`src/sv/fmtps_pkg.sv`:
```
// Package: widths, codes and helper functions for the FM tuner PLL word serializer.
`default_nettype none
package fmtps_pkg;

   localparam int DIVIDER_BITS_DEF = 14;
   localparam int FREQ_W           = 17;
   localparam int IF_W             = 14;
   localparam int LEVEL_W          = 8;
   localparam int DIVIDEND_W       = FREQ_W + 1;
   localparam int DIVISOR_W        = 7;
   localparam int CSR_INDEX_W      = 3;
   localparam int CSR_DATA_W       = 17;
   localparam int BYTE_W           = 8;
   localparam int CMD_W            = 2;
   localparam int REFCODE_W        = 3;

   localparam logic [BYTE_W-1:0] BIT_DATA   = 8'h80;
   localparam logic [BYTE_W-1:0] BIT_CLOCK  = 8'h40;
   localparam logic [BYTE_W-1:0] BIT_ENABLE = 8'h02;

   localparam logic [LEVEL_W-1:0] REF_REQ_RESET = 8'd50;
   localparam logic [FREQ_W-1:0]  MIN_RESET     = 17'd87500;
   localparam logic [FREQ_W-1:0]  MAX_RESET     = 17'd108000;
   localparam logic [IF_W-1:0]    IF_RESET      = 14'd10700;

   typedef enum logic [CMD_W-1:0] {
      CMD_TUNE   = 2'd0,
      CMD_RETUNE = 2'd1,
      CMD_VOLUME = 2'd2
   } cmd_type;

   typedef enum logic [CSR_INDEX_W-1:0] {
      CSR_REF_REQUEST = 3'd0,
      CSR_STEREO      = 3'd1,
      CSR_MUTE        = 3'd2,
      CSR_VOLUME      = 3'd3,
      CSR_MIN_FREQ    = 3'd4,
      CSR_MAX_FREQ    = 3'd5,
      CSR_IF_OFFSET   = 3'd6
   } csr_index_type;

   typedef enum logic [1:0] {
      STEP_25K  = 2'd0,
      STEP_50K  = 2'd1,
      STEP_100K = 2'd2
   } step_type;

   // one port write as seen by the output register
   typedef struct packed {
      logic [BYTE_W-1:0] port_byte;
      logic              last;
   } wr_type;

   function automatic step_type step_of(input logic [LEVEL_W-1:0] request);
      step_type s;
      if (request < 8'd38) begin
         s = STEP_25K;
      end else if (request < 8'd75) begin
         s = STEP_50K;
      end else begin
         s = STEP_100K;
      end
      return s;
   endfunction

   function automatic logic [DIVISOR_W-1:0] step_divisor(input step_type s);
      logic [DIVISOR_W-1:0] d;
      case (s)
         STEP_25K: d = 7'd25;
         STEP_50K: d = 7'd50;
         default:  d = 7'd100;
      endcase
      return d;
   endfunction

   // sent LSB first: 25 kHz -> 0,1,0; 50 kHz -> 0,0,1; 100 kHz -> 0,0,0
   function automatic logic [REFCODE_W-1:0] step_refcode(input step_type s);
      logic [REFCODE_W-1:0] c;
      case (s)
         STEP_25K: c = 3'b010;
         STEP_50K: c = 3'b100;
         default:  c = 3'b000;
      endcase
      return c;
   endfunction

   // volume code lands on port bits 0 and 2
   function automatic logic [BYTE_W-1:0] vol_byte(input logic mute,
                                                  input logic [LEVEL_W-1:0] level);
      logic [BYTE_W-1:0] v;
      if (mute || level < 8'd85) begin
         v = 8'h00;
      end else if (level < 8'd170) begin
         v = 8'h01;
      end else if (level < 8'd255) begin
         v = 8'h04;
      end else begin
         v = 8'h05;
      end
      return v;
   endfunction

endpackage
`default_nettype wire

```
`src/sv/fmtps_if.sv`:
```
// Interfaces: command channel and port-write channel.
`default_nettype none
interface fmtps_req_if;
   import fmtps_pkg::*;
   logic                valid;
   logic                ready;
   logic [CMD_W-1:0]    command;
   logic [FREQ_W-1:0]   frequency_khz;

   modport source (output valid, input ready, output command, output frequency_khz);
   modport sink   (input valid, output ready, input command, input frequency_khz);
endinterface

interface fmtps_rsp_if;
   import fmtps_pkg::*;
   logic                valid;
   logic                ready;
   logic [BYTE_W-1:0]   port_byte;
   logic                last;

   modport source (output valid, input ready, output port_byte, output last);
   modport sink   (input valid, output ready, input port_byte, input last);
endinterface
`default_nettype wire

```
`src/sv/fmtps_divider.sv`:
```
// Bit-serial restoring divider: one quotient bit per cycle by a small constant step.
`default_nettype none
module fmtps_divider #(
   parameter int QUOT_W = fmtps_pkg::DIVIDER_BITS_DEF
) (
   input  wire logic                             clock,
   input  wire logic                             reset,
   input  wire logic                             start,
   input  wire logic [fmtps_pkg::DIVIDEND_W-1:0] dividend,
   input  wire logic [fmtps_pkg::DIVISOR_W-1:0]  divisor,
   output logic                                  done,
   output logic [QUOT_W-1:0]                     quotient
);
   import fmtps_pkg::*;

   localparam int CNT_W = $clog2(DIVIDEND_W + 1);

   logic [DIVIDEND_W-1:0] num_ff, num_in;
   logic [DIVISOR_W-1:0]  rem_ff, rem_in;
   logic [DIVISOR_W-1:0]  div_ff, div_in;
   logic [QUOT_W-1:0]     quot_ff, quot_in;
   logic [CNT_W-1:0]      cnt_ff, cnt_in;
   logic                  busy_ff, busy_in;
   logic                  done_ff, done_in;
   logic [DIVISOR_W:0]    trial;
   logic [DIVISOR_W:0]    diff;
   logic                  fits;

   assign trial = {rem_ff, num_ff[DIVIDEND_W-1]};
   assign diff  = trial - {1'b0, div_ff};
   assign fits  = trial >= {1'b0, div_ff};

   always_comb begin
      num_in  = num_ff;
      rem_in  = rem_ff;
      div_in  = div_ff;
      quot_in = quot_ff;
      cnt_in  = cnt_ff;
      busy_in = busy_ff;
      done_in = 1'b0;
      if (start) begin
         num_in  = dividend;
         rem_in  = '0;
         div_in  = divisor;
         quot_in = '0;
         cnt_in  = CNT_W'(DIVIDEND_W);
         busy_in = 1'b1;
      end else if (busy_ff) begin
         rem_in  = fits ? diff[DIVISOR_W-1:0] : trial[DIVISOR_W-1:0];
         num_in  = {num_ff[DIVIDEND_W-2:0], 1'b0};
         // high quotient bits fall off the top: only the low bits are sent
         quot_in = {quot_ff[QUOT_W-2:0], fits};
         cnt_in  = cnt_ff - 1'b1;
         if (cnt_ff == CNT_W'(1)) begin
            busy_in = 1'b0;
            done_in = 1'b1;
         end
      end
   end

   always_ff @(posedge clock) begin
      num_ff  <= num_in;
      rem_ff  <= rem_in;
      div_ff  <= div_in;
      quot_ff <= quot_in;
      cnt_ff  <= cnt_in;
      if (reset) begin
         busy_ff <= 1'b0;
         done_ff <= 1'b0;
      end else begin
         busy_ff <= busy_in;
         done_ff <= done_in;
      end
   end

   assign done     = done_ff;
   assign quotient = quot_ff;

endmodule
`default_nettype wire

```
`src/sv/fmtps_serializer.sv`:
```
// Word shifter: two port writes per word bit, LSB first, then a trailing write.
`default_nettype none
module fmtps_serializer #(
   parameter int WORD_W = fmtps_pkg::DIVIDER_BITS_DEF + 10
) (
   input  wire logic                         clock,
   input  wire logic                         reset,
   input  wire logic                         load,
   input  wire logic [WORD_W-1:0]            word,
   input  wire logic [fmtps_pkg::BYTE_W-1:0] vol,
   input  wire logic                         adv,
   output fmtps_pkg::wr_type                 wr,
   output logic                              active
);
   import fmtps_pkg::*;

   localparam int CNT_W = $clog2(WORD_W + 1);

   logic [WORD_W-1:0] word_ff, word_in;
   logic [CNT_W-1:0]  cnt_ff, cnt_in;
   logic              phase_ff, phase_in;
   logic              active_ff, active_in;
   logic              trailer;

   assign trailer = cnt_ff == CNT_W'(WORD_W);

   always_comb begin
      if (trailer) begin
         wr.port_byte = BIT_DATA | BIT_CLOCK | vol;
         wr.last      = 1'b1;
      end else begin
         wr.port_byte = (word_ff[0] ? BIT_DATA : '0) | BIT_ENABLE |
                        (phase_ff ? BIT_CLOCK : '0) | vol;
         wr.last      = 1'b0;
      end
   end

   always_comb begin
      word_in   = word_ff;
      cnt_in    = cnt_ff;
      phase_in  = phase_ff;
      active_in = active_ff;
      if (load) begin
         word_in   = word;
         cnt_in    = '0;
         phase_in  = 1'b0;
         active_in = 1'b1;
      end else if (adv && active_ff) begin
         if (trailer) begin
            active_in = 1'b0;
         end else if (phase_ff) begin
            // clock-high write done: advance to the next bit
            phase_in = 1'b0;
            word_in  = word_ff >> 1;
            cnt_in   = cnt_ff + 1'b1;
         end else begin
            phase_in = 1'b1;
         end
      end
   end

   always_ff @(posedge clock) begin
      word_ff <= word_in;
      if (reset) begin
         cnt_ff    <= '0;
         phase_ff  <= 1'b0;
         active_ff <= 1'b0;
      end else begin
         cnt_ff    <= cnt_in;
         phase_ff  <= phase_in;
         active_ff <= active_in;
      end
   end

   assign active = active_ff;

endmodule
`default_nettype wire

```
`src/sv/fm_tuner_pll_word_serializer_core.sv`:
```
// Top level: FM tuner PLL tuning-word serializer with command decode and settings.
//
//  channel | dir | handshake     | payload
//  --------+-----+---------------+-------------------------------
//  req     | in  | valid/ready   | command, frequency_khz
//  rsp     | out | valid/ready   | port_byte, last
//  csr     | in  | csr_wr_en     | csr_index, csr_wdata
//
// Tune/retune: accept, the bit-serial divider, a load into the shifter, then 49 port
// writes at one per cycle while rsp is ready. Volume refresh: 2 writes. Command 3 is
// dropped.
// Reset is synchronous; it restores the settings and the stored frequency.
// A stalled rsp holds the output register and pauses the shifter in place.
`default_nettype none
module fm_tuner_pll_word_serializer_core #(
   parameter int DIVIDER_BITS = fmtps_pkg::DIVIDER_BITS_DEF
) (
   input  wire logic                              clock,
   input  wire logic                              reset,
   fmtps_req_if.sink                              req,
   fmtps_rsp_if.source                            rsp,
   input  wire logic                              csr_wr_en,
   input  wire logic [fmtps_pkg::CSR_INDEX_W-1:0] csr_index,
   input  wire logic [fmtps_pkg::CSR_DATA_W-1:0]  csr_wdata
);
   import fmtps_pkg::*;

   localparam int WORD_W = DIVIDER_BITS + 10;

   typedef enum logic [3:0] {
      ST_IDLE = 4'b0001,
      ST_DIV  = 4'b0010,
      ST_SEND = 4'b0100,
      ST_MUTE = 4'b1000
   } state_type;

   // settings
   logic [LEVEL_W-1:0] ref_req_ff;
   logic               stereo_ff;
   logic               mute_ff;
   logic [LEVEL_W-1:0] level_ff;
   logic [FREQ_W-1:0]  min_ff;
   logic [FREQ_W-1:0]  max_ff;
   logic [IF_W-1:0]    if_ff;

   state_type          state_ff, state_in;
   logic [FREQ_W-1:0]  tuned_ff, tuned_in;
   step_type           step_ff, step_in;
   logic               word_stereo_ff, word_stereo_in;
   logic               mute_cnt_ff, mute_cnt_in;
   logic               out_valid_ff, out_valid_in;
   wr_type             out_ff, out_in;

   logic                    accept;
   logic                    take;
   logic [FREQ_W-1:0]       src;
   logic [FREQ_W-1:0]       capped;
   logic [FREQ_W-1:0]       clamped;
   logic [DIVIDEND_W-1:0]   dividend;
   logic [BYTE_W-1:0]       vol;
   logic                    div_start;
   logic                    div_done;
   logic [DIVIDER_BITS-1:0] quotient;
   logic [WORD_W-1:0]       word;
   logic                    ser_load;
   logic                    ser_adv;
   logic                    ser_active;
   wr_type                  ser_wr;

   always_ff @(posedge clock) begin
      if (reset) begin
         ref_req_ff <= REF_REQ_RESET;
         stereo_ff  <= 1'b1;
         mute_ff    <= 1'b0;
         level_ff   <= '0;
         min_ff     <= MIN_RESET;
         max_ff     <= MAX_RESET;
         if_ff      <= IF_RESET;
      end else if (csr_wr_en) begin
         case (csr_index)
            CSR_REF_REQUEST: ref_req_ff <= csr_wdata[LEVEL_W-1:0];
            CSR_STEREO:      stereo_ff  <= csr_wdata[0];
            CSR_MUTE:        mute_ff    <= csr_wdata[0];
            CSR_VOLUME:      level_ff   <= csr_wdata[LEVEL_W-1:0];
            CSR_MIN_FREQ:    min_ff     <= csr_wdata[FREQ_W-1:0];
            CSR_MAX_FREQ:    max_ff     <= csr_wdata[FREQ_W-1:0];
            CSR_IF_OFFSET:   if_ff      <= csr_wdata[IF_W-1:0];
            default: ;
         endcase
      end
   end

   assign req.ready = state_ff == ST_IDLE;
   assign accept    = req.valid && req.ready;
   assign take      = !out_valid_ff || rsp.ready;
   assign vol       = vol_byte(mute_ff, level_ff);

   // ceiling first, floor second: floor wins when the limits cross
   assign src      = (req.command == CMD_RETUNE) ? tuned_ff : req.frequency_khz;
   assign capped   = (src > max_ff) ? max_ff : src;
   assign clamped  = (capped < min_ff) ? min_ff : capped;
   assign dividend = {1'b0, clamped} + {{(DIVIDEND_W - IF_W){1'b0}}, if_ff};

   assign word = {1'b1, step_refcode(step_ff), 2'b00, word_stereo_ff, 1'b1, 2'b00,
                  quotient};

   always_comb begin
      state_in       = state_ff;
      tuned_in       = tuned_ff;
      step_in        = step_ff;
      word_stereo_in = word_stereo_ff;
      mute_cnt_in    = mute_cnt_ff;
      out_valid_in   = out_valid_ff && !rsp.ready;
      out_in         = out_ff;
      div_start      = 1'b0;
      ser_load       = 1'b0;
      ser_adv        = 1'b0;
      case (state_ff)
         ST_IDLE: begin
            if (accept) begin
               case (req.command)
                  CMD_TUNE, CMD_RETUNE: begin
                     tuned_in       = clamped;
                     step_in        = step_of(ref_req_ff);
                     word_stereo_in = stereo_ff;
                     div_start      = 1'b1;
                     state_in       = ST_DIV;
                  end
                  CMD_VOLUME: begin
                     mute_cnt_in = 1'b0;
                     state_in    = ST_MUTE;
                  end
                  default: ;
               endcase
            end
         end
         ST_DIV: begin
            if (div_done) begin
               ser_load = 1'b1;
               state_in = ST_SEND;
            end
         end
         ST_SEND: begin
            if (take && ser_active) begin
               out_valid_in = 1'b1;
               out_in       = ser_wr;
               ser_adv      = 1'b1;
               if (ser_wr.last) begin
                  state_in = ST_IDLE;
               end
            end
         end
         ST_MUTE: begin
            if (take) begin
               out_valid_in     = 1'b1;
               out_in.port_byte = vol;
               out_in.last      = mute_cnt_ff;
               mute_cnt_in      = 1'b1;
               if (mute_cnt_ff) begin
                  state_in = ST_IDLE;
               end
            end
         end
         default: begin
            state_in = ST_IDLE;
         end
      endcase
   end

   always_ff @(posedge clock) begin
      step_ff        <= step_in;
      word_stereo_ff <= word_stereo_in;
      mute_cnt_ff    <= mute_cnt_in;
      out_ff         <= out_in;
      if (reset) begin
         state_ff     <= ST_IDLE;
         tuned_ff     <= MIN_RESET;
         out_valid_ff <= 1'b0;
      end else begin
         state_ff     <= state_in;
         tuned_ff     <= tuned_in;
         out_valid_ff <= out_valid_in;
      end
   end

   assign rsp.valid     = out_valid_ff;
   assign rsp.port_byte = out_ff.port_byte;
   assign rsp.last      = out_ff.last;

   fmtps_divider #(
      .QUOT_W (DIVIDER_BITS)
   ) u_divider (
      .clock    (clock),
      .reset    (reset),
      .start    (div_start),
      .dividend (dividend),
      .divisor  (step_divisor(step_in)),
      .done     (div_done),
      .quotient (quotient)
   );

   fmtps_serializer #(
      .WORD_W (WORD_W)
   ) u_serializer (
      .clock  (clock),
      .reset  (reset),
      .load   (ser_load),
      .word   (word),
      .vol    (vol),
      .adv    (ser_adv),
      .wr     (ser_wr),
      .active (ser_active)
   );

endmodule
`default_nettype wire

```
`src/flat_wrapper.sv`:
```
// flat-port wrapper written by rule: the top's interface ports become plain ports
module fm_tuner_pll_word_serializer_core_flat import fmtps_pkg::*;
#(
   parameter int DIVIDER_BITS = fmtps_pkg::DIVIDER_BITS_DEF
)
  (clock, reset, csr_wr_en, csr_index, csr_wdata, req_valid, req_ready, req_command, req_frequency_khz, rsp_valid, rsp_ready, rsp_port_byte, rsp_last);
  fmtps_req_if req_i ();
  fmtps_rsp_if rsp_i ();
  input  wire logic clock;
  input  wire logic reset;
  input  wire logic csr_wr_en;
  input  wire logic [fmtps_pkg::CSR_INDEX_W-1:0] csr_index;
  input  wire logic [fmtps_pkg::CSR_DATA_W-1:0] csr_wdata;
  input wire logic [$bits(req_i.valid)-1:0] req_valid;
  output wire logic [$bits(req_i.ready)-1:0] req_ready;
  input wire logic [$bits(req_i.command)-1:0] req_command;
  input wire logic [$bits(req_i.frequency_khz)-1:0] req_frequency_khz;
  output wire logic [$bits(rsp_i.valid)-1:0] rsp_valid;
  input wire logic [$bits(rsp_i.ready)-1:0] rsp_ready;
  output wire logic [$bits(rsp_i.port_byte)-1:0] rsp_port_byte;
  output wire logic [$bits(rsp_i.last)-1:0] rsp_last;
  assign req_i.valid = req_valid;
  assign req_ready = req_i.ready;
  assign req_i.command = req_command;
  assign req_i.frequency_khz = req_frequency_khz;
  assign rsp_valid = rsp_i.valid;
  assign rsp_i.ready = rsp_ready;
  assign rsp_port_byte = rsp_i.port_byte;
  assign rsp_last = rsp_i.last;
  fm_tuner_pll_word_serializer_core #(.DIVIDER_BITS(DIVIDER_BITS)) u_core (.clock(clock), .reset(reset), .req(req_i), .rsp(rsp_i), .csr_wr_en(csr_wr_en), .csr_index(csr_index), .csr_wdata(csr_wdata));
endmodule
```
`config.mk`:
```
export PLATFORM = sky130hd
export DESIGN_NAME = fm_tuner_pll_word_serializer_core_flat
export DESIGN_NICKNAME = d
export VERILOG_FILES = /design/src/sv/fmtps_pkg.sv /design/src/sv/fmtps_if.sv /design/src/sv/fmtps_divider.sv /design/src/sv/fmtps_serializer.sv /design/src/sv/fm_tuner_pll_word_serializer_core.sv /design/src/flat_wrapper.sv
export SDC_FILE = /design/constraint.sdc
export NUM_CORES = 1
export LEC_CHECK = 0
export BUFFER_PORTS_ARGS = -buffer_cell sky130_fd_sc_hd__buf_2
export CAP_MARGIN = 25
export CORE_MARGIN = 8
export CORE_UTILIZATION = 55
export CTS_CLUSTER_DIAMETER = 200
export DETAILED_ROUTE_END_ITERATION = 10
export PLACE_DENSITY = 0.71
export SYNTH_ARGS = -nofsm -noshare
export SYNTH_HDL_FRONTEND = slang
export SYNTH_HIERARCHICAL = 1
export SYNTH_SLANG_ARGS = --single-unit
```
`constraint.sdc`:
```
create_clock -name clock -period 8.7 [get_ports clock]
set_input_delay 0.435 -clock clock [delete_from_list [all_inputs] [get_ports clock]]
set_output_delay 0.435 -clock clock [all_outputs]
set_load 0.1 [all_outputs]
```
-- Word-level counts from Yosys, hierarchy flattened
Cells that the tools add are included.
- flip-flop bits (word level): 185
- word-level logic and storage cells: 160
- $add $sub $neg: 4
- order comparisons: 8
- equal/unequal tests: 25
- muxes and demuxes: 56
- bitwise operators: 4
- reductions and logical operators: 36
- operators with widths (operator ; number):
    $mux W23 ; 4
    $mux W17 ; 3
    $mux W18 ; 2
    $mux W9 ; 3
    $mux W4 ; 6
    $mux W8 ; 3
    $mux W1 ; 21
    $add A17 B14 Y18 ; 1
    $pmux W9 S2 ; 1
    $reduce_and A2 Y1 ; 9
    $gt A17 B17 Y1 ; 1
    $lt A17 B17 Y1 ; 1
    $lt A8 B7 Y1 const B ; 2
    $lt A8 B8 Y1 const B ; 2
    $pmux W4 S4 ; 1
    $mux W7 ; 2
    $pmux W7 S2 ; 1
    $reduce_and A3 Y1 ; 4
    $reduce_bool A2 Y1 ; 6
    $mux W2 ; 5
    $ne A2 B1 Y1 const B ; 5
    $eq A3 B3 Y1 const B ; 3
    $ge A8 B7 Y1 ; 1
    $lt A8 B6 Y1 const B ; 1
    other kinds (30) ; 45

-- Logic depth before layout (Yosys ltp)
Gate-level depths: netlist (run 1).
- depth after elaboration: 9
- depth in mapped cells: 33
- mapped depth without buffers: 27

-- Modules after synthesis
Netlist (run 1), hierarchy kept.
- modules (own cells, without submodules) (module ; instances ; cells an instance ; area an instance (um^2) ; sequential area each (um^2)):
    fm_tuner_pll_word_serializer_core ; 1 ; 748 ; 6170.9 ; 2132.0
    fmtps_divider ; 1 ; 207 ; 2438.6 ; 1311.3
    fmtps_serializer ; 1 ; 103 ; 1418.9 ; 860.8

-- Least setup slack after synthesis (run 1)
Ideal clock, no wire load.
- path type: input -> register
- start: in req_command[1]
- end: reg u_core.u_divider.num_ff[15], data pin
- setup time: 0.260 ns
- data arrival time: 6.871 ns
- slack: 1.569 ns
- stages on the path: 31
- buffers on the path: 5
- cell sequence: nand2b_1 -> buf_4 -> clkbuf_1 -> mux2_2 -> ha_1 -> nand4_1 -> or2_2 -> o21bai_2 -> and2_1 -> buf_2 -> buf_4 -> a21oi_1 -> ha_1 -> or4_1 -> a221o_1 -> o211ai_1 -> a32oi_1 -> a21oi_2 -> a21o_1 -> buf_6 -> mux2_2 -> ha_1 -> o21a_1 -> o21a_1 -> and3_1 -> a21bo_2 -> a31o_2 -> or3b_2 -> o21ai_0 -> mux2i_1 -> mux2_2
- word-level cells in the longest chain between the ends: 8
- elaborated cells on any way between the ends: 13
- those cells by class: add/sub: 1; order compare: 2; eq/ne: 1; mux: 7; reduce/logical: 2
- ends and longest elaborated chain (what ; line ; RTL):
    from (decl) ; flat_wrapper.sv:16 ; input wire logic [$bits(req_i.command)-1:0] req_command;
    $eq A2 B1 Y1 * ; fm_tuner_pll_word_serializer_core.sv:99 ; assign src = (req.command == CMD_RETUNE) ? tuned_ff : req.frequency_khz;
    $mux W17 * ; fm_tuner_pll_word_serializer_core.sv:99 ;
    $gt A17 B17 Y1 ; fm_tuner_pll_word_serializer_core.sv:100 ; assign capped = (src > max_ff) ? max_ff : src;
    $mux W17 * ; fm_tuner_pll_word_serializer_core.sv:100 ;
    $lt A17 B17 Y1 ; fm_tuner_pll_word_serializer_core.sv:101 ; assign clamped = (capped < min_ff) ? min_ff : capped;
    $mux W17 * ; fm_tuner_pll_word_serializer_core.sv:101 ;
    named net u_core.clamped[7] ; fm_tuner_pll_word_serializer_core.sv:58 ; logic [FREQ_W-1:0] clamped;
    $add A17 B14 Y18 * ; fm_tuner_pll_word_serializer_core.sv:102 ; assign dividend = {1'b0, clamped} + {{(DIVIDEND_W - IF_W){1'b0}}, if_ff};
    named net u_core.dividend[15] ; fm_tuner_pll_word_serializer_core.sv:59 ; logic [DIVIDEND_W-1:0] dividend;
    $mux W18 * ; fmtps_divider.sv:41 ; if (start) begin
    named net u_core.u_divider.num_in[15] ; fmtps_divider.sv:18 ; logic [DIVIDEND_W-1:0] num_ff, num_in;
    to (signal assigned) ; fmtps_divider.sv:62 ; num_ff <= num_in;
    to (decl) ; fmtps_divider.sv:18 ;
The timed path passes the listed nets; every way through them passes the cells marked *.
A chain may end at the register's enable or synchronous reset.

-- Final worst setup path (run 1)
Same ends and word-level chain as after synthesis.

==> out/qor.csv, run 1 <==
metric;value;unit
status;finished clean;
cell count after synthesis;1058;
Post-DP HPWL;16700;um
Layout area overhead;10.8;%
crit path buf inv count;2;
routability congestion estimate;0.939;
WL final;22900;um
final instance area;11100;um^2
Setup Viol. Count Final;0;
HP Class;input port to register;
fin nets;1207;
Synth top cells by count;dfxtp_1, nand2_1, a21oi_1;
Syn Area/Cell;9.48;um^2
Top Ports;55;
peak supply drop;0.151;mV
TritonRoute pass-1 iters;5;
ys async rst share;0;%
Rows;49;
TritonCTS Sinks;185;
Yosys reg bits;185;
total gr overflow;0;
Post-CTS Setup Inserts;0;
crit end category;register;
most common cell in the synthesized netlist;dfxtp_1;
number of global-route vias before repair;7386;
starting density of the core;56.0;%
first-pass GRT wire length;37700;um
post-CTS sizing;0;
Slowest-stage cell, CP;nand2b_1;
synth warn;6;
Tmin final;7.76;ns
Area after DPL;10500;um^2
Clock Latency Late Sink;0.44;ns
DRC;0;
Syn Std Cell Area;10000;um^2
Core ar.;17900;um^2
CTS Buf Count;17;
Least-Margin Pin Slew;1.04;ns
TNS Setup;0;ns
placed cell count;1312;
Synth area leader;dfxtp_1;
1st-iter DRT viols;549;
Power per Cell Area;209;nW/um^2
largest buffer count on any clock path;2;
setup ws final;0.935;ns
Post-synth top flop;dfxtp_1;
synth top area cells;dfxtp_1, edfxtp_1, mux2_2;
DIE HEIGHT;151;um
Vias/cell;5.72;
clock slew at reported path FFs;0.08;ns
CTS Hold Bufs;0;
max cap viols;0;
number of enable flip-flop cells after synthesis;60;
Max Fanout on Critical Path;19;
share of cells above drive strength 1;17.6;%
largest net degree at the start of global routing;102;
WP data arrival;7.95;ns
post-route ant nets;0;
cell family with most CP delay;simple AND/OR/NAND/NOR gates;
Total Routing Usage GR;20.9;%
critical path type;input port to register;
initial antenna violation count;0;
vias;7694;
DR WL/cell;17.0;um
RSZ-0062 raised after global routing;no;
Unique masters post-synth;74;
Worst Setup Start Kind;input port;
Rel. slew slack;31.0;%
register area share after synthesis;42.9;%
htree depth;4;
final cell count without fillers;1345;
TritonCTS clock tree;yes;
clock root buffer;clkbuf_16;
Leakage;4.42;nW
minimum hold slack;0.218;ns
FMAX;129;MHz
Largest stage delay, worst path;0.72;ns
crit-path most repeated cell;ha_1;
Horiz. Die Dim;151;um
Ant. Diodes;0;
clock skew;0.0106;ns
required time worst endpoint;8.89;ns
Final period util;89.2;%
top cell type's share of synthesized area;25.0;%
Setup WS pre-CTS;0.591;ns
die area;22800;um^2
Final Hold Fails;0;
PortBufs;54;
Slew Limit Fails;0;
## area by class of cell
class                      count  area [um^2]
fill                        1517         6790
clock inverter                15          193
clock buffer                  17          425
timing repair buffer          68          403
inverter                      64          240
tap                          229          287
sequential                   185         4300
multi-input combinational    767         5260
## report_power, final
group	switching [W]	internal, W
sequential	0.0000415	0.000959
clock	0.000393	0.000394
combinational	0.000306	0.000229
## layer usage
metal / global-route usage [%] / vias to the layer above / wire length (um) / part of all wire [%]
met1: 30.0 / 3667 / 11500 / 50
met2: 31.8 / 189 / 10100 / 44
li1: - / 3818 / - / -
met4: 5.84 / 0 / 290 / 1.3
met3: 3.41 / 20 / 1080 / 4.7
met5: 0 / - / 0 / 0
## placed cells by master (no fill, tap or decap), types with 11 or more instances in the layout
master	n
ha_1	58
mux2i_1	26
xnor2_1	17
nor3_1	14
o21a_1	13
edfxtp_1	60
buf_4	12
nand2_1	114
a211o_1	23
nor2b_1	11
a21oi_1	103
inv_1	64
mux2_2	67
nand3_1	16
and2_1	13
or3_1	17
o21ai_0	24
nand2b_1	16
buf_2	54
nor2_1	96
conb_1	13
clkbuf_16	17
nand4_1	15
dfxtp_1	125
## sequential cells by signal, indices dropped and copies added, names as in the netlist, 2 cells and up
register	flops
u_core/min_ff	17
u_core/ref_req_ff	8
u_core/u_divider/rem_ff	7
u_core/u_divider/quotient	14
u_core/rsp.port_byte	8
u_core/level_ff	8
u_core/tuned_ff	17
u_core/u_divider/div_ff	7
u_core/state_ff	4
u_core/u_serializer/cnt_ff	5
u_core/u_divider/cnt_ff	5
u_core/max_ff	17
u_core/step_ff	2
u_core/if_ff	14
u_core/u_serializer/word_ff	24
u_core/u_divider/num_ff	18
## kinds of logic (layout without fill, tap and decap cells)
family,count (synthesis),after routing,share of synthesized area [%]
other cells,2,13,0.0749
fa+ha+maj,60,60,7.64
mux,98,98,10.8
buf+inv,117,164,5.12
flops,185,185,42.9
xor+xnor,21,21,1.83
compound gates,226,226,14.9
simple gates,349,349,16.7
## worst paths after layout
path	start	endpoint	slack, ns	depth (start not counted)
min	csr_wdata[15]	u_core/max_ff[15]	0.22	2
max reg2reg	u_core/tuned_ff[16]	u_core/u_divider/num_ff[15]	1.61	25
max	req_command[1]	u_core/u_divider/num_ff[15]	0.94	27
min reg2reg	u_core/max_ff[1]	u_core/max_ff[1]	0.46	2
## through the flow
stage,power [W],util (%)
2_1_floorplan,0.00143,-
3_3_place_gp,0.00154,58.4
3_5_place_dp,0.00154,58.5
4_1_cts,0.00233,61.9
5_1_grt,0.00244,62.1
6_report,0.00232,62.1
(Power assumes the default switching activity.)
==> run 2: changes to the inputs <==
- ABC_AREA: unset -> 1
- CORE_UTILIZATION: 55 -> 25
- PLACE_DENSITY: 0.71 -> 0.37
- RECOVER_POWER: unset -> 50
==> run 2 against run 1 <==
The flow now finishes with violations (max-capacitance violations, max-slew violations); synthesized area down 1.5%; flip-flop and latch count unchanged; global-route usage down 9.3 points; routed wire length up 16%; worst hold slack better by 0.018 ns; clock power up 2%; register-to-register slack better by 0.91 ns; clock skew up 0.0064 ns; synthesized cell count up 22%; sequential power up 6%.
==> out/qor.csv, run 2 <==
metric;value;unit;change
crit-path most repeated cell;nand2_1;;was ha_1
power share of the sequential group;39.8;%;was 43.1%
number of enable flip-flop cells after synthesis;60;;unchanged
CP startpoint;req_command[1];;unchanged
DIE HEIGHT;215;um;was 151 um
Clock Latency Late Sink;0.44;ns;about the same
TritonRoute pass-1 iters;5;;unchanged
Core ar.;39400;um^2;was 17900 um^2
Clk pwr share;30.3;%;was 33.9%
most common cell in the synthesized netlist;nand2_1;;was dfxtp_1
Tmin final;6.47;ns;was 7.76 ns
crit path capture;u_core/u_divider/num_ff[12];;was u_core/u_divider/num_ff[15]
Post-synth top flop;dfxtp_1;;unchanged
setup ws final;2.23;ns;was 0.935 ns
share of cells above drive strength 1;8.90;%;was 17.6%
cell family with most CP delay;compound AO/OA/AOI/OAI gates;;was simple AND/OR/NAND/NOR gates
crit path buf inv count;6;;was 2
Rel. slew slack;-67.4;%;was 31.0%
top cell type's share of synthesized area;25.3;%;was 25.0%
Max Fanout on Critical Path;31;;was 19
Top reg by flops;u_core/u_serializer/word_ff;;unchanged
Setup WS pre-CTS;1.23;ns;was 0.591 ns
clock root buffer;clkbuf_16;;unchanged
Vias/cell;4.26;;was 5.72
Fill cells;4287;;was 1517
ys async rst share;0;%;unchanged
crit end category;register;;unchanged
cell count along the critical path;35;;was 27
critical path type;input port to register;;unchanged
Final Hold Fails;0;;unchanged
commonest non-fill, non-tap cell in the layout;nand2_1;;was dfxtp_1
reg2reg path depth;31;;was 25
RSZ-0062 raised after global routing;no;;unchanged
Least-Margin Pin Slew;2.51;ns;was 1.04 ns
TritonCTS Sinks;185;;unchanged
htree depth;4;;unchanged
CTS Buf Count;17;;unchanged
TritonCTS clock tree;yes;;unchanged
post-route ant nets;0;;unchanged
Post-DP HPWL;19800;um;was 16700 um
power consumption;0.00265;W;was 0.00232 W
number of global-route vias before repair;7731;;was 7386
Ant. Diodes;0;;unchanged
Synth top cells by count;nand2_1, inv_1, dfxtp_1;;was dfxtp_1, nand2_1, a21oi_1
final instance area;11300;um^2;was 11100 um^2
largest net degree at the start of global routing;57;;was 102
Total Routing Usage GR;11.6;%;was 20.9%
fin nets;1440;;was 1207
Power per Cell Area;234;nW/um^2;was 209 nW/um^2
Syn Std Cell Area;9880;um^2;was 10000 um^2
register area share after synthesis;43.6;%;was 42.9%
P_int;0.00168;W;was 0.00158 W
Leakage;5.10;nW;was 4.42 nW
largest buffer count on any clock path;2;;unchanged
most frequent cells in the layout;nand2_1, inv_1, dfxtp_1;;was dfxtp_1, nand2_1, a21oi_1
Rows;73;;was 49
WP data arrival;6.65;ns;was 7.95 ns
Horiz. Die Dim;215;um;was 151 um
1st-iter DRT viols;406;;was 549
peak supply drop;0.116;mV;was 0.151 mV
FMAX;155;MHz;was 129 MHz
Layout area overhead;14.6;%;was 10.8%
Switching Power;0.000972;W;was 0.000741 W
required time worst endpoint;8.88;ns;was 8.89 ns
HP Class;input port to register;;unchanged
cell count after synthesis;1287;;was 1058
total gr overflow;0;;unchanged
Largest stage delay, worst path;0.55;ns;was 0.72 ns
Slew Limit Fails;155;;was 0
Largest regs;u_core/u_serializer/word_ff: 24 flops, u_core/u_divider/num_ff: 18 flops;;unchanged
setup slack, reg-to-reg;2.52;ns;was 1.61 ns
Slowest-stage cell, CP;o21ai_0;;was nand2b_1
die area;46100;um^2;was 22800 um^2
Unique masters post-synth;52;;was 74
Top Ports;55;;unchanged
Worst Setup Start Kind;input port;;unchanged
Yosys reg bits;185;;unchanged
Sw Ratio;36.7;%;was 31.9%
PortBufs;54;;unchanged
routability congestion estimate;0.802;;was 0.939
post-CTS sizing;0;;unchanged
max FFs per register;24;;unchanged
RR Startpoint;u_core/tuned_ff[8];;was u_core/tuned_ff[16]
max cap viols;4;;was 0
Synth area leader;dfxtp_1;;unchanged
CTS Hold Bufs;0;;unchanged
initial antenna violation count;0;;unchanged
Setup Viol. Count Final;0;;unchanged
Syn Area/Cell;7.67;um^2;was 9.48 um^2
first-pass GRT wire length;43000;um;was 37700 um
clock slew at reported path FFs;0.08;ns;about the same
TNS Setup;0;ns;unchanged
clock skew;0.0169;ns;was 0.0106 ns
Final period util;74.3;%;was 89.2%
status;complete, but fails checks;;was finished clean
failing checks;max-capacitance violations, max-slew violations;;
WL final;26700;um;was 22900 um
starting density of the core;25.1;%;was 56.0%
synth top area cells;dfxtp_1, edfxtp_1, nand2_1;;was dfxtp_1, edfxtp_1, mux2_2
combinational power share;29.8;%;was 23.0%
synth warn;6;;unchanged
vias;7989;;was 7694
DRC;0;;unchanged
worst r2r dst;u_core/u_divider/num_ff[12];;was u_core/u_divider/num_ff[15]
DR WL/cell;14.2;um;was 17.0 um
Post-CTS Setup Inserts;0;;unchanged
Area after DPL;10700;um^2;was 10500 um^2
## run 2: changes by cell type after synthesis, sizes merged, moves of 22 or more
cell   previous run  this run
mux2             72         9
a21oi           105        79
nand2           114       361
a211o            23         1
nand3            16        43
o21ai            25       112
inv              64       186
mux2i            26         0
## run 2: area by class of cell
type                            instances  area, um^2  area share, %
Inverter                              189         709           6.27
Clock inverter                         15         183           1.61
Multi-Input combinational cell        876        4650           41.1
Timing Repair Buffer                   67         388           3.43
Tap cell                              525         657           5.80
Sequential cell                       185        4300           38.0
Clock buffer                           17         425           3.76
## run 2: cell families (layout without fill, tap and decap cells)
kind of cell,count (synthesis),after routing,synth area share [%]
AOI/OAI and AO/OA,244,244,13.9
xor gates and xnor gates,17,17,1.51
adders and majority gates,60,60,7.75
buffers and inverters,237,288,9.67
DFF,185,185,43.6
muxes,9,9,1.03
other,2,13,0.0760
and+or+nand+nor,533,533,22.5
## run 2: through the flow
step / std cells / hold WS, ns / utilization [%]
after CTS: 1873 / 0.220 / 28.8
after floorplan: 1298 / 0.402 / -
after global routing: 1874 / 0.257 / 28.7
after detailed placement: 1841 / 0.449 / 27.2
final: 1874 / 0.236 / 28.7
after global placement: 1839 / 0.448 / 27.1
## run 2: how the worst min path moves through the flow
| stage | startpoint | endpoint | slack (ns) | cells past startpoint |
|---|---|---|---|---|
| final | csr_wdata[16] | u_core/max_ff[16] | 0.24 | 3 |
| after floorplan | u_core/stereo_ff | u_core/word_stereo_ff | 0.40 | 0 |
| after CTS | csr_wdata[16] | u_core/max_ff[16] | 0.22 | 3 |
| after global routing | csr_wdata[16] | u_core/min_ff[16] | 0.26 | 3 |
| after detailed placement | u_core/if_ff[8] | u_core/if_ff[8] | 0.45 | 2 |
| after global placement | u_core/level_ff[4] | u_core/level_ff[4] | 0.45 | 2 |
## run 2: power groups by stage
stage,logic [W],clock network (W),registers [W]
2_1_floorplan,0.000583,0,0.00109
5_1_grt,0.000909,0.000874,0.00107
4_1_cts,0.000809,0.000840,0.00106
3_5_place_dp,0.000806,0,0.00108
3_3_place_gp,0.000802,0,0.00108
6_report,0.000791,0.000804,0.00106
## run 2: metal layers
layer / track usage [%] / vias up / wire (um)
met1: 16.1 / 3617 / 13500
met4: 2.83 / 0 / 271
met2: 18.5 / 95 / 12100
li1: - / 4265 / -
met3: 2.08 / 12 / 766
met5: 0 / - / 0
## run 2: worst min-delay path, stage by stage
cell and delay (ns):
buf_2 0.10, nand2_1 0.05, o211ai_1 0.06
